`src/sv/suvt_pkg.sv`:
```
// Shared types and codes for the sorted unique value table.
`timescale 1ns / 1ps
`default_nettype none

package suvt_pkg;

  localparam int unsigned ACTION_W = 3;
  localparam int unsigned VALUE_W  = 32;
  localparam int unsigned STATUS_W = 3;

  // Request actions
  localparam logic [ACTION_W-1:0] ACT_INSERT    = 3'd0;
  localparam logic [ACTION_W-1:0] ACT_DELETE    = 3'd1;
  localparam logic [ACTION_W-1:0] ACT_DUMP_ASC  = 3'd2;
  localparam logic [ACTION_W-1:0] ACT_DUMP_DESC = 3'd3;
  localparam logic [ACTION_W-1:0] ACT_QUERY     = 3'd4;

  // Result status codes
  typedef enum logic [STATUS_W-1:0] {
    ST_INSERTED  = 3'd0,
    ST_DUPLICATE = 3'd1,
    ST_DELETED   = 3'd2,
    ST_NOTFOUND  = 3'd3,
    ST_FULL      = 3'd4,
    ST_ELEMENT   = 3'd5,
    ST_NONE      = 3'd6
  } status_e;

endpackage

`default_nettype wire

```
`src/sv/suvt_if.sv`:
```
// Valid/ready channel interfaces for request and result words.
`timescale 1ns / 1ps
`default_nettype none

interface suvt_req_if;
  logic                                valid;
  logic                                ready;
  logic [suvt_pkg::ACTION_W-1:0]       action;
  logic signed [suvt_pkg::VALUE_W-1:0] value;

  modport source (output valid, action, value, input ready);
  modport sink   (input valid, action, value, output ready);
endinterface

interface suvt_rsp_if;
  logic                                valid;
  logic                                ready;
  logic [suvt_pkg::STATUS_W-1:0]       status;
  logic signed [suvt_pkg::VALUE_W-1:0] element;
  logic                                last;

  modport source (output valid, status, element, last, input ready);
  modport sink   (input valid, status, element, last, output ready);
endinterface

`default_nettype wire

```
`src/sv/sorted_unique_value_table_top.sv`:
```
// Top level: sorted table of distinct signed values in a single-port memory.
//
// Usage: requests arrive on in_i (action, value) and results leave on out_o
// (status, element, last); both are valid/ready channels, a word moves at a
// clock edge with valid and ready high. Each request yields one or more result
// words, the final one flagged by last.
// Insert and delete scan the table from index 0 to the sorted position, then
// move the entries behind it by one place, and the status word follows.
// Dumps give one word per entry; the neighbour query gives its matches, or a
// status word with no match or below three entries. Each entry is read in one
// state and used in the next because the table sits in one memory with one
// port and a registered read: a read step, then a use step.
// The next request is taken at the edge after the final word is registered.
// When the receiver stalls, a step that must load a result word holds in place
// until the result register frees up.
// Reset empties the table (entry count to zero) at once; memory contents are
// not cleared and are never read before being written.
`timescale 1ns / 1ps
`default_nettype none

module sorted_unique_value_table_top #(
  parameter int unsigned CAPACITY = 32
) (
  input  wire              clk_i,
  input  wire              rst_ni,
  suvt_req_if.sink         in_i,
  suvt_rsp_if.source       out_o
);

  localparam int unsigned AW = (CAPACITY > 1) ? $clog2(CAPACITY) : 1;
  localparam int unsigned CW = $clog2(CAPACITY + 1);
  localparam int unsigned VW = suvt_pkg::VALUE_W;

  typedef enum logic [3:0] {
    S_IDLE, S_FIND_RD, S_FIND_CHK, S_DECIDE,
    S_INS_RD, S_INS_SH, S_INS_WR,
    S_DEL_RD, S_DEL_SH,
    S_DUMP_RD, S_DUMP_EM,
    S_Q_RD, S_Q_CHK, S_Q_END,
    S_RESP
  } state_e;

  state_e                         state_q;
  logic [suvt_pkg::ACTION_W-1:0]  action_q;
  logic signed [VW-1:0]           value_q;
  logic [CW-1:0]                  count_q;
  logic [AW-1:0]                  idx_q;
  logic [CW-1:0]                  pos_q;
  logic                           found_q;
  logic [CW-1:0]                  cnt_q;
  suvt_pkg::status_e              resp_q;
  logic signed [VW-1:0]           prev_q;
  logic signed [VW-1:0]           cur_q;
  logic                           pend_q;
  logic signed [VW-1:0]           pend_val_q;

  logic                           out_valid_q;
  suvt_pkg::status_e              out_status_q;
  logic signed [VW-1:0]           out_elem_q;
  logic                           out_last_q;

  // Table memory
  logic signed [VW-1:0]           mem [CAPACITY];
  logic signed [VW-1:0]           rd_data_q;
  logic                           mem_re;
  logic                           mem_we;
  logic [AW-1:0]                  mem_waddr;
  logic signed [VW-1:0]           mem_wdata;

  logic                           can_emit;
  logic                           emit;
  logic [CW-1:0]                  idx_ext;
  logic                           idx_at_end;
  logic signed [VW:0]             nb_sum;
  logic signed [VW:0]             nb_twice;
  logic                           nb_match;

  assign can_emit   = !out_valid_q || out_o.ready;
  assign idx_ext    = CW'(idx_q);
  assign idx_at_end = (idx_ext + CW'(1)) == count_q;

  // Neighbour test: prev + next == 2 * cur, exact in 33 bits
  assign nb_sum   = {prev_q[VW-1], prev_q} + {rd_data_q[VW-1], rd_data_q};
  assign nb_twice = {cur_q, 1'b0};
  assign nb_match = (idx_ext >= CW'(2)) && (nb_sum == nb_twice);

  // A new result word is loaded this cycle
  assign emit = can_emit && ((state_q == S_DUMP_EM) || (state_q == S_RESP) ||
                             (state_q == S_Q_END && pend_q) ||
                             (state_q == S_Q_CHK && nb_match && pend_q));

  // Memory port control
  always_comb begin
    mem_re    = 1'b0;
    mem_we    = 1'b0;
    mem_waddr = idx_q;
    mem_wdata = rd_data_q;
    unique case (state_q) inside
      S_FIND_RD, S_INS_RD, S_DEL_RD, S_DUMP_RD, S_Q_RD: mem_re = 1'b1;
      S_INS_SH: begin
        mem_we    = 1'b1;
        mem_waddr = idx_q + AW'(1);
      end
      S_INS_WR: begin
        mem_we    = 1'b1;
        mem_waddr = pos_q[AW-1:0];
        mem_wdata = value_q;
      end
      S_DEL_SH: begin
        mem_we    = 1'b1;
        mem_waddr = idx_q - AW'(1);
      end
      default: ;
    endcase
  end

  always_ff @(posedge clk_i) begin
    if (mem_we) begin
      mem[mem_waddr] <= mem_wdata;
    end
    if (mem_re) begin
      rd_data_q <= mem[idx_q];
    end
  end

  // Sequencer with result register
  always_ff @(posedge clk_i or negedge rst_ni) begin
    if (!rst_ni) begin
      state_q      <= S_IDLE;
      action_q     <= '0;
      value_q      <= '0;
      count_q      <= '0;
      idx_q        <= '0;
      pos_q        <= '0;
      found_q      <= 1'b0;
      cnt_q        <= '0;
      resp_q       <= suvt_pkg::ST_NONE;
      prev_q       <= '0;
      cur_q        <= '0;
      pend_q       <= 1'b0;
      pend_val_q   <= '0;
      out_valid_q  <= 1'b0;
      out_status_q <= suvt_pkg::ST_NONE;
      out_elem_q   <= '0;
      out_last_q   <= 1'b0;
    end else begin
      if (out_o.ready && !emit) begin
        out_valid_q <= 1'b0;
      end
      unique case (state_q)
        S_IDLE: begin
          if (in_i.valid) begin
            action_q <= in_i.action;
            value_q  <= in_i.value;
            idx_q    <= '0;
            cnt_q    <= '0;
            pend_q   <= 1'b0;
            resp_q   <= suvt_pkg::ST_NONE;
            unique case (in_i.action) inside
              suvt_pkg::ACT_INSERT, suvt_pkg::ACT_DELETE: begin
                if (count_q == '0) begin
                  pos_q   <= '0;
                  found_q <= 1'b0;
                  state_q <= S_DECIDE;
                end else begin
                  state_q <= S_FIND_RD;
                end
              end
              suvt_pkg::ACT_DUMP_ASC, suvt_pkg::ACT_DUMP_DESC: begin
                if (count_q == '0) begin
                  state_q <= S_RESP;
                end else begin
                  if (in_i.action == suvt_pkg::ACT_DUMP_DESC) begin
                    idx_q <= AW'(count_q - CW'(1));
                  end
                  state_q <= S_DUMP_RD;
                end
              end
              suvt_pkg::ACT_QUERY: begin
                state_q <= (count_q < CW'(3)) ? S_RESP : S_Q_RD;
              end
              default: state_q <= S_RESP;
            endcase
          end
        end

        // Linear search for the first entry >= value
        S_FIND_RD: state_q <= S_FIND_CHK;
        S_FIND_CHK: begin
          if (rd_data_q >= value_q) begin
            pos_q   <= idx_ext;
            found_q <= (rd_data_q == value_q);
            state_q <= S_DECIDE;
          end else if (idx_at_end) begin
            pos_q   <= count_q;
            found_q <= 1'b0;
            state_q <= S_DECIDE;
          end else begin
            idx_q   <= idx_q + AW'(1);
            state_q <= S_FIND_RD;
          end
        end

        S_DECIDE: begin
          if (action_q == suvt_pkg::ACT_INSERT) begin
            if (found_q) begin
              resp_q  <= suvt_pkg::ST_DUPLICATE;
              state_q <= S_RESP;
            end else if (count_q >= CW'(CAPACITY)) begin
              resp_q  <= suvt_pkg::ST_FULL;
              state_q <= S_RESP;
            end else if (pos_q == count_q) begin
              state_q <= S_INS_WR;
            end else begin
              idx_q   <= AW'(count_q - CW'(1));
              state_q <= S_INS_RD;
            end
          end else begin
            if (!found_q) begin
              resp_q  <= suvt_pkg::ST_NOTFOUND;
              state_q <= S_RESP;
            end else if ((pos_q + CW'(1)) == count_q) begin
              count_q <= count_q - CW'(1);
              resp_q  <= suvt_pkg::ST_DELETED;
              state_q <= S_RESP;
            end else begin
              idx_q   <= AW'(pos_q + CW'(1));
              state_q <= S_DEL_RD;
            end
          end
        end

        // Insert: move entries up from the top down to the position
        S_INS_RD: state_q <= S_INS_SH;
        S_INS_SH: begin
          if (idx_ext == pos_q) begin
            state_q <= S_INS_WR;
          end else begin
            idx_q   <= idx_q - AW'(1);
            state_q <= S_INS_RD;
          end
        end
        S_INS_WR: begin
          count_q <= count_q + CW'(1);
          resp_q  <= suvt_pkg::ST_INSERTED;
          state_q <= S_RESP;
        end

        // Delete: move entries behind the position down by one
        S_DEL_RD: state_q <= S_DEL_SH;
        S_DEL_SH: begin
          if (idx_at_end) begin
            count_q <= count_q - CW'(1);
            resp_q  <= suvt_pkg::ST_DELETED;
            state_q <= S_RESP;
          end else begin
            idx_q   <= idx_q + AW'(1);
            state_q <= S_DEL_RD;
          end
        end

        // Dumps: one result word per entry
        S_DUMP_RD: state_q <= S_DUMP_EM;
        S_DUMP_EM: begin
          if (can_emit) begin
            out_valid_q  <= 1'b1;
            out_status_q <= suvt_pkg::ST_ELEMENT;
            out_elem_q   <= rd_data_q;
            out_last_q   <= (cnt_q + CW'(1)) == count_q;
            if ((cnt_q + CW'(1)) == count_q) begin
              state_q <= S_IDLE;
            end else begin
              cnt_q   <= cnt_q + CW'(1);
              idx_q   <= (action_q == suvt_pkg::ACT_DUMP_DESC) ? idx_q - AW'(1)
                                                              : idx_q + AW'(1);
              state_q <= S_DUMP_RD;
            end
          end
        end

        // Neighbour query: a match is held back one step so last can be set
        S_Q_RD: state_q <= S_Q_CHK;
        S_Q_CHK: begin
          if (!(nb_match && pend_q && !can_emit)) begin
            if (nb_match) begin
              if (pend_q) begin
                out_valid_q  <= 1'b1;
                out_status_q <= suvt_pkg::ST_ELEMENT;
                out_elem_q   <= pend_val_q;
                out_last_q   <= 1'b0;
              end
              pend_q     <= 1'b1;
              pend_val_q <= cur_q;
            end
            prev_q <= cur_q;
            cur_q  <= rd_data_q;
            if (idx_at_end) begin
              state_q <= S_Q_END;
            end else begin
              idx_q   <= idx_q + AW'(1);
              state_q <= S_Q_RD;
            end
          end
        end
        S_Q_END: begin
          if (!pend_q) begin
            resp_q  <= suvt_pkg::ST_NONE;
            state_q <= S_RESP;
          end else if (can_emit) begin
            out_valid_q  <= 1'b1;
            out_status_q <= suvt_pkg::ST_ELEMENT;
            out_elem_q   <= pend_val_q;
            out_last_q   <= 1'b1;
            state_q      <= S_IDLE;
          end
        end

        // Single status word echoing the request value
        S_RESP: begin
          if (can_emit) begin
            out_valid_q  <= 1'b1;
            out_status_q <= resp_q;
            out_elem_q   <= value_q;
            out_last_q   <= 1'b1;
            state_q      <= S_IDLE;
          end
        end

        default: state_q <= S_IDLE;
      endcase
    end
  end

  assign in_i.ready    = (state_q == S_IDLE);
  assign out_o.valid   = out_valid_q;
  assign out_o.status  = out_status_q;
  assign out_o.element = out_elem_q;
  assign out_o.last    = out_last_q;

  // Checks
  a_count_bound: assert property (@(posedge clk_i) disable iff (!rst_ni)
    count_q <= CW'(CAPACITY))
    else $error("entry count above capacity");

  a_idle_no_write: assert property (@(posedge clk_i) disable iff (!rst_ni)
    (state_q == S_IDLE) |-> !mem_we)
    else $error("table written while idle");

  a_write_in_range: assert property (@(posedge clk_i) disable iff (!rst_ni)
    mem_we |-> (CW'(mem_waddr) <= count_q) && (count_q < CW'(CAPACITY) || state_q == S_DEL_SH))
    else $error("table write outside the filled range");

  a_insert_grows: assert property (@(posedge clk_i) disable iff (!rst_ni)
    (state_q == S_INS_WR) |=> (count_q == $past(count_q) + CW'(1)))
    else $error("insert did not grow the table");

endmodule

`default_nettype wire
```
`src/flat_wrapper.sv`:
```
// flat-port wrapper written by rule: the top's interface ports become plain ports
module sorted_unique_value_table_top_flat 
#(
  parameter int unsigned CAPACITY = 32
)
  (clk_i, rst_ni, in_i_valid, in_i_action, in_i_value, in_i_ready, out_o_valid, out_o_status, out_o_element, out_o_last, out_o_ready);
  suvt_req_if in_i_i ();
  suvt_rsp_if out_o_i ();
  input  wire clk_i;
  input  wire rst_ni;
  input wire logic [$bits(in_i_i.valid)-1:0] in_i_valid;
  input wire logic [$bits(in_i_i.action)-1:0] in_i_action;
  input wire logic [$bits(in_i_i.value)-1:0] in_i_value;
  output wire logic [$bits(in_i_i.ready)-1:0] in_i_ready;
  output wire logic [$bits(out_o_i.valid)-1:0] out_o_valid;
  output wire logic [$bits(out_o_i.status)-1:0] out_o_status;
  output wire logic [$bits(out_o_i.element)-1:0] out_o_element;
  output wire logic [$bits(out_o_i.last)-1:0] out_o_last;
  input wire logic [$bits(out_o_i.ready)-1:0] out_o_ready;
  assign in_i_i.valid = in_i_valid;
  assign in_i_i.action = in_i_action;
  assign in_i_i.value = in_i_value;
  assign in_i_ready = in_i_i.ready;
  assign out_o_valid = out_o_i.valid;
  assign out_o_status = out_o_i.status;
  assign out_o_element = out_o_i.element;
  assign out_o_last = out_o_i.last;
  assign out_o_i.ready = out_o_ready;
  sorted_unique_value_table_top #(.CAPACITY(CAPACITY)) u_core (.clk_i(clk_i), .rst_ni(rst_ni), .in_i(in_i_i), .out_o(out_o_i));
endmodule
```
`config.mk`:
```
export PLATFORM = sky130hd
export DESIGN_NAME = sorted_unique_value_table_top_flat
export DESIGN_NICKNAME = d
export VERILOG_FILES = /design/src/sv/suvt_pkg.sv /design/src/sv/suvt_if.sv /design/src/sv/sorted_unique_value_table_top.sv /design/src/flat_wrapper.sv
export SDC_FILE = /design/constraint.sdc
export NUM_CORES = 2
export LEC_CHECK = 0
export ABC_AREA = 1
export BUFFER_PORTS_ARGS = -buffer_cell sky130_fd_sc_hd__buf_2
export CORE_MARGIN = 1
export CORE_UTILIZATION = 40
export DETAILED_ROUTE_END_ITERATION = 8
export PLACE_DENSITY = 0.6
export SYNTH_ARGS = -nofsm -noshare
export SYNTH_HDL_FRONTEND = slang
export SYNTH_SLANG_ARGS = --single-unit
```
`constraint.sdc`:
```
create_clock -name clk_i -period 6 [get_ports clk_i]
set_input_delay 0.3 -clock clk_i [delete_from_list [all_inputs] [get_ports clk_i]]
set_output_delay 0.3 -clock clk_i [all_outputs]
set_load 0.01 [all_outputs]
```
* After elaboration in Yosys (flattened, before gate mapping) *
Memories as Yosys holds them, arrays and structs flattened. A register that Yosys moved wholly into a read port is not among the register bits.
Cells that the tools add are included.

storage, ports and cells
  register bits after elaboration = 200
  bits in writable memories = 1024
  output and inout port bits = 38
  logic and storage cells = 236
  memories = 1

memory list
  name        depth  bits a word  read ports  clocked after Yosys merged registers in  wr ports  RTL line                             text
  u_core.mem  32     32           1           1                                        1         sorted_unique_value_table_top.sv:63  logic signed [VW-1:0] mem [CAPACITY];

cells by class
  $add $sub $neg = 8
  $lt $le $gt $ge = 4
  eq/ne operators = 52
  multiplexer cells = 109
  bitwise gates (word level) = 1
  reduce and logical (&&, ||, !) cells = 44

operators by type and width
  kind                                                 number
  2-to-1 mux 32 bit                                    8
  one-hot mux 32 bit (4 select lines)                  1
  2-to-1 mux 5 bit                                     17
  2-to-1 mux 6 bit                                     12
  one-hot mux 4 bit (15 select lines)                  1
  2-to-1 mux 4 bit                                     13
  2-to-1 mux 3 bit                                     17
  one-hot mux 5 bit (7 select lines)                   1
  adder 32 x 32 -> 33 bit                              1
  equality test 33 bit                                 1
  equality test 32 bit                                 1
  >= comparator 32 bit                                 1
  equality test 4 bit, second input constant           7
  equality test 6 bit                                  4
  2-to-1 mux 1 bit                                     24
  one-hot mux 6 bit (2 select lines)                   2
  != test 2 x 1 -> 1 bit, second input constant        11
  adder 6 x 1 -> 6 bit, second input constant          3
  one-hot mux 6 bit (3 select lines)                   1
  AND reduction 6 bit                                  3
  equality test 4 x 3 -> 1 bit, second input constant  4
  one-hot mux 3 bit (5 select lines)                   1
  one-hot mux 5 bit (3 select lines)                   1
  != test 2 bit, second input constant                 7
  45 further kinds                                     76

* Logic depth before layout (Yosys ltp) *
  word-level depth = 14
  mapped depth = 24

* Worst setup path after synthesis *
OpenSTA, ideal clock, no wires.

  kind = reg-to-reg
  start point = register u_core.idx_q[0]
  end point = memory u_core.mem[4][0] (netlist name), enable pin
  setup time = 0.421 ns
  data arrival time = 3.830 ns
  required time = 5.579 ns
  setup slack = 1.749 ns
  stages on the path, launching flop included = 14
  buffers on the path = 3
  clock period less this slack = 4.251 ns
  path through = dfrtp_1 -> inv_2 -> clkbuf_1 -> clkbuf_1 -> clkbuf_1 -> ha_1 -> nand2_1 -> xor2_1 -> o22ai_1 -> a211oi_1 -> inv_1 -> nor2_1 -> nand2_1 -> nor2_1

between the ends
  cells in the longest elaborated chain, start to end = 2
  elaborated cells between the ends (all ways) = 3
  those cells by class = add/sub (2); mux (1)

RTL lines
  item                                                               RTL line                                                                    text
  from (decl)                                                        sorted_unique_value_table_top.sv:47                                         logic [AW-1:0] idx_q;
  from (signal assigned)                                             sorted_unique_value_table_top.sv:174                                        idx_q <= AW'(count_q - CW'(1));
  from (signal assigned)                                             sorted_unique_value_table_top.sv:199                                        idx_q <= idx_q + AW'(1);
  from (signal assigned)                                             sorted_unique_value_table_top.sv:215                                        idx_q <= AW'(count_q - CW'(1));
  subtractor 5 x 1 -> 5 bit or adder 5 x 1 -> 5 bit (tied branches)  sorted_unique_value_table_top.sv:111, sorted_unique_value_table_top.sv:102
  one-hot mux 5 bit (3 select lines) *                               sorted_unique_value_table_top.sv:98                                         unique case (state_q) inside
  to (decl)                                                          sorted_unique_value_table_top.sv:63

Every way passes the cells marked *; elsewhere a longest branch is shown, timed or not.

* Worst setup path in the final report *
  start point = register u_core.idx_q[1]
  end point = memory u_core.mem[10][31] (netlist name), enable pin

Same word-level chain as after synthesis.

==> metrics.txt <==
layout cell share with drive strength beyond 1=10.6%; Synth top area share=around 60%; synthesized area per cell=11.1 um^2; # setup viols final=0; Final nets=5081; Ys Warns=0; cts bufs inserted=between 100 and 150; I/O Pins=77; worst min path class=in2reg; register-to-register setup slack=between 1.5 and 2 ns; RR Startpoint=u_core.idx_q[1]$_DFFE_PN0P_; max-slew violation count=0; outcome=completed; global-route wire length before repair=237 mm; clk_lat worst skew=0.77 ns; Period minus WS final=roughly 4.3 ns; Post-Syn Instances=about 4900; Placed Cells incl. Taps=approximately 6600; WP data arrival=4.74 ns; vias=38300; Most used DFF post-synth=edfxtp_1; gp weighted congestion=0.953; clk_skew=0.0259 ns; PwrDens=556 nW/um^2; routed len/inst=about 23 um; max-cap violations=0; GRT Total Usage=a little under a quarter; post-route clock period utilization=71.4%; Clock transition at path regs=0.06 ns; leading area contributor after synthesis=edfxtp_1; DP HPWL=between 90 and 100 mm; Worst Setup Slack, final=between 1.5 and 2 ns; VDD IR-drop max=0.000323 V; vias in the first global route=36600; Crit Path Category=reg2reg; asr flop ratio synth=15.9%; crit-path max FO=55; synth top area cells=edfxtp_1, dfrtp_1, o21ai_0; most common cell in the synthesized netlist=edfxtp_1; Worst Reg-to-Reg Cells=11; most frequent cells after synthesis=edfxtp_1, nor2_1, nand2_1, o21ai_0, inv_1; first-iteration detailed-routing DRC count=4203; setup tns final=0 ns; Die X=371 um; CP Launch Point=u_core.idx_q[1]$_DFFE_PN0P_; Final Non-Filler Cells=6843; CTS Root Buffer Type=clkbuf_16; Netlist Area Pre-Place=54300 um^2; last element of the critical path=u_core.mem[10][31]$_DFFE_PP_; Seq/Total Area, Yosys=67.6%; Lkg Pwr=22.5 nW; capturing point of the worst reg2reg path=u_core.mem[10][31]$_DFFE_PP_; DRC violations left=0; clock sink total=around 1300; Longest Clk Path Bufs=3; antenna violations before repair=0; H-tree depth=4; Area growth syn-to-layout=14.0%; Required @ worst endpoint=6.45 ns; FMAX=233 MHz; Port Buf Inserts=76; setup bufs post-CTS=0; Net Count, Synth=5001; RSZ-0062 raised after global routing=no; count of different cell masters after synthesis=49; largest net degree at the start of global routing=194; CORE AREA=about 130000 um^2; total gr overflow=0; Startpoint Class=register; Die H=~370 um; Place WS=1.72 ns; Slew HR=6.86%; Worst Tran Pin Value=1.39 ns; Worst Setup End Kind=register; Via density=roughly 5.6; initial core utilization=40.5%; Seq cells post-synth=1256; drt total wl=159 mm; EDFF count, synth=1056; drt first pass iters=6; antenna diode count=0; final hold violations=0; CTS tree=built; Rows=134; full die area=137000 um^2; Detail Route Antenna Nets=0
## cell type report
| cell class | instances | area, um^2 |
|---|---|---|
| flip-flops and latches | 1256 | 36700 |
| inverters | 320 | 1210 |
| repair buffers | 217 | 1740 |
| clock inverters | 79 | 752 |
| well taps | 1768 | 2210 |
| fillers | 12200 | 72200 |
| clock buffers | 163 | 3550 |
| multi-input cells | 3040 | 15700 |
## kinds of logic after synthesis
kind of cell               Yosys count  synth area share [%]
and+or+nand+nor                   1718                  12.8
muxes                                2                0.0414
DFF                               1256                  67.6
buffers and inverters              592                  4.26
xor gates and xnor gates            50                 0.806
AOI/OAI and AO/OA                 1196                  12.8
adders and majority gates           74                  1.72
## registers in the layout, summed over array words and instances (netlist names), 4 cells and up
signal	count
u_core.cnt_q	6
u_core.count_q	6
u_core.cur_q	32
u_core.idx_q	5
u_core.mem	1024
u_core.out_o.element	32
u_core.pend_val_q	32
u_core.pos_q	6
u_core.prev_q	32
u_core.rd_data_q	32
u_core.state_q	4
u_core.value_q	32
## routing by layer
layer	vias up	part of all wire [%]	GRT usage (%)	wire length, um
met5	-	0	0	0
met4	0	2.5	6.73	4060
met3	248	6.9	3.96	10900
met2	1450	48	37.6	76100
met1	19000	43	31.4	68300
li1	17600	-	-	-
## metrics by stage
step	power (W)	utilization [%]	cell area, um^2	hold WS [ns]
floorplan	0.0212	-	54300	0.00441
global placement	0.0261	42.7	57200	0.222
detailed placement	0.0262	42.7	57200	0.224
CTS	0.0344	46.2	61900	0.273
global route	0.0363	46.2	61900	0.313
finish	0.0344	46.2	61900	0.324
## placed cells by master (no fill, tap or decap), types with 5 or more instances in the layout
cell type / netlist / final
a21oi_1: 111 / 111
a221oi_1: 39 / 39
buf_12: 0 / 15
buf_2: 11 / 75
buf_4: 1 / 86
bufinv_16: 0 / 11
clkbuf_1: 224 / 25
clkbuf_16: 0 / 138
clkinv_1: 6 / 27
clkinv_2: 0 / 24
clkinv_4: 0 / 5
clkinvlp_4: 0 / 6
dfrtp_1: 196 / 192
dlygate4sd3_1: 0 / 40
edfxtp_1: 1056 / 1056
ha_1: 73 / 73
inv_1: 291 / 289
inv_2: 23 / 23
inv_6: 0 / 6
nand2_1: 677 / 675
nand2_2: 21 / 22
nand3_1: 157 / 157
nand3b_1: 7 / 7
nand4_1: 49 / 49
nor2_1: 768 / 733
nor2_2: 4 / 5
nor2_4: 1 / 35
nor3_1: 20 / 20
nor4_1: 7 / 7
o211ai_1: 26 / 26
o21ai_0: 641 / 609
o21ai_1: 60 / 62
o21ai_2: 23 / 50
o221ai_1: 108 / 108
o22ai_1: 163 / 163
xnor2_1: 21 / 21
xor2_1: 29 / 29
## critical path, cell delays in order, from the launching register on
cell and delay, ns:
dfrtp_4 0.68, inv_6 0.46, ha_1 0.27, nand2_1 0.08
xor2_1 0.17, o22ai_1 0.10, a211oi_1 0.40, inv_1 0.11
nor2_1 0.17, nand2_1 0.25, nor2_4 0.91, buf_4 0.34
## repair_timing
action | 4_1_cts | 5_1_grt
hold buffers | 40 | 0
hold endpoints to repair | 81 | 0
resized for setup | 0 | 0
## power by group
group          total, W  switching, W  internal (W)
clock           0.00818       0.00347       0.00471
combinational    0.0133       0.00973       0.00354
sequential       0.0130      0.000759        0.0122
total            0.0344        0.0140        0.0204
## how the worst min path moves through the flow
stage             startpoint                        endpoint  depth (start not counted)
2_1_floorplan         rst_ni  u_core.action_q[0]$_DFFE_PN0P_                          0
3_3_place_gp          rst_ni     u_core.cnt_q[0]$_DFFE_PN0P_                          1
3_5_place_dp          rst_ni     u_core.cnt_q[0]$_DFFE_PN0P_                          1
4_1_cts        in_i_value[0]   u_core.value_q[0]$_DFFE_PN0P_                          3
5_1_grt        in_i_value[0]   u_core.value_q[0]$_DFFE_PN0P_                          3
6_report       in_i_value[0]   u_core.value_q[0]$_DFFE_PN0P_                          3
Power figures use the tool's default switching activity.
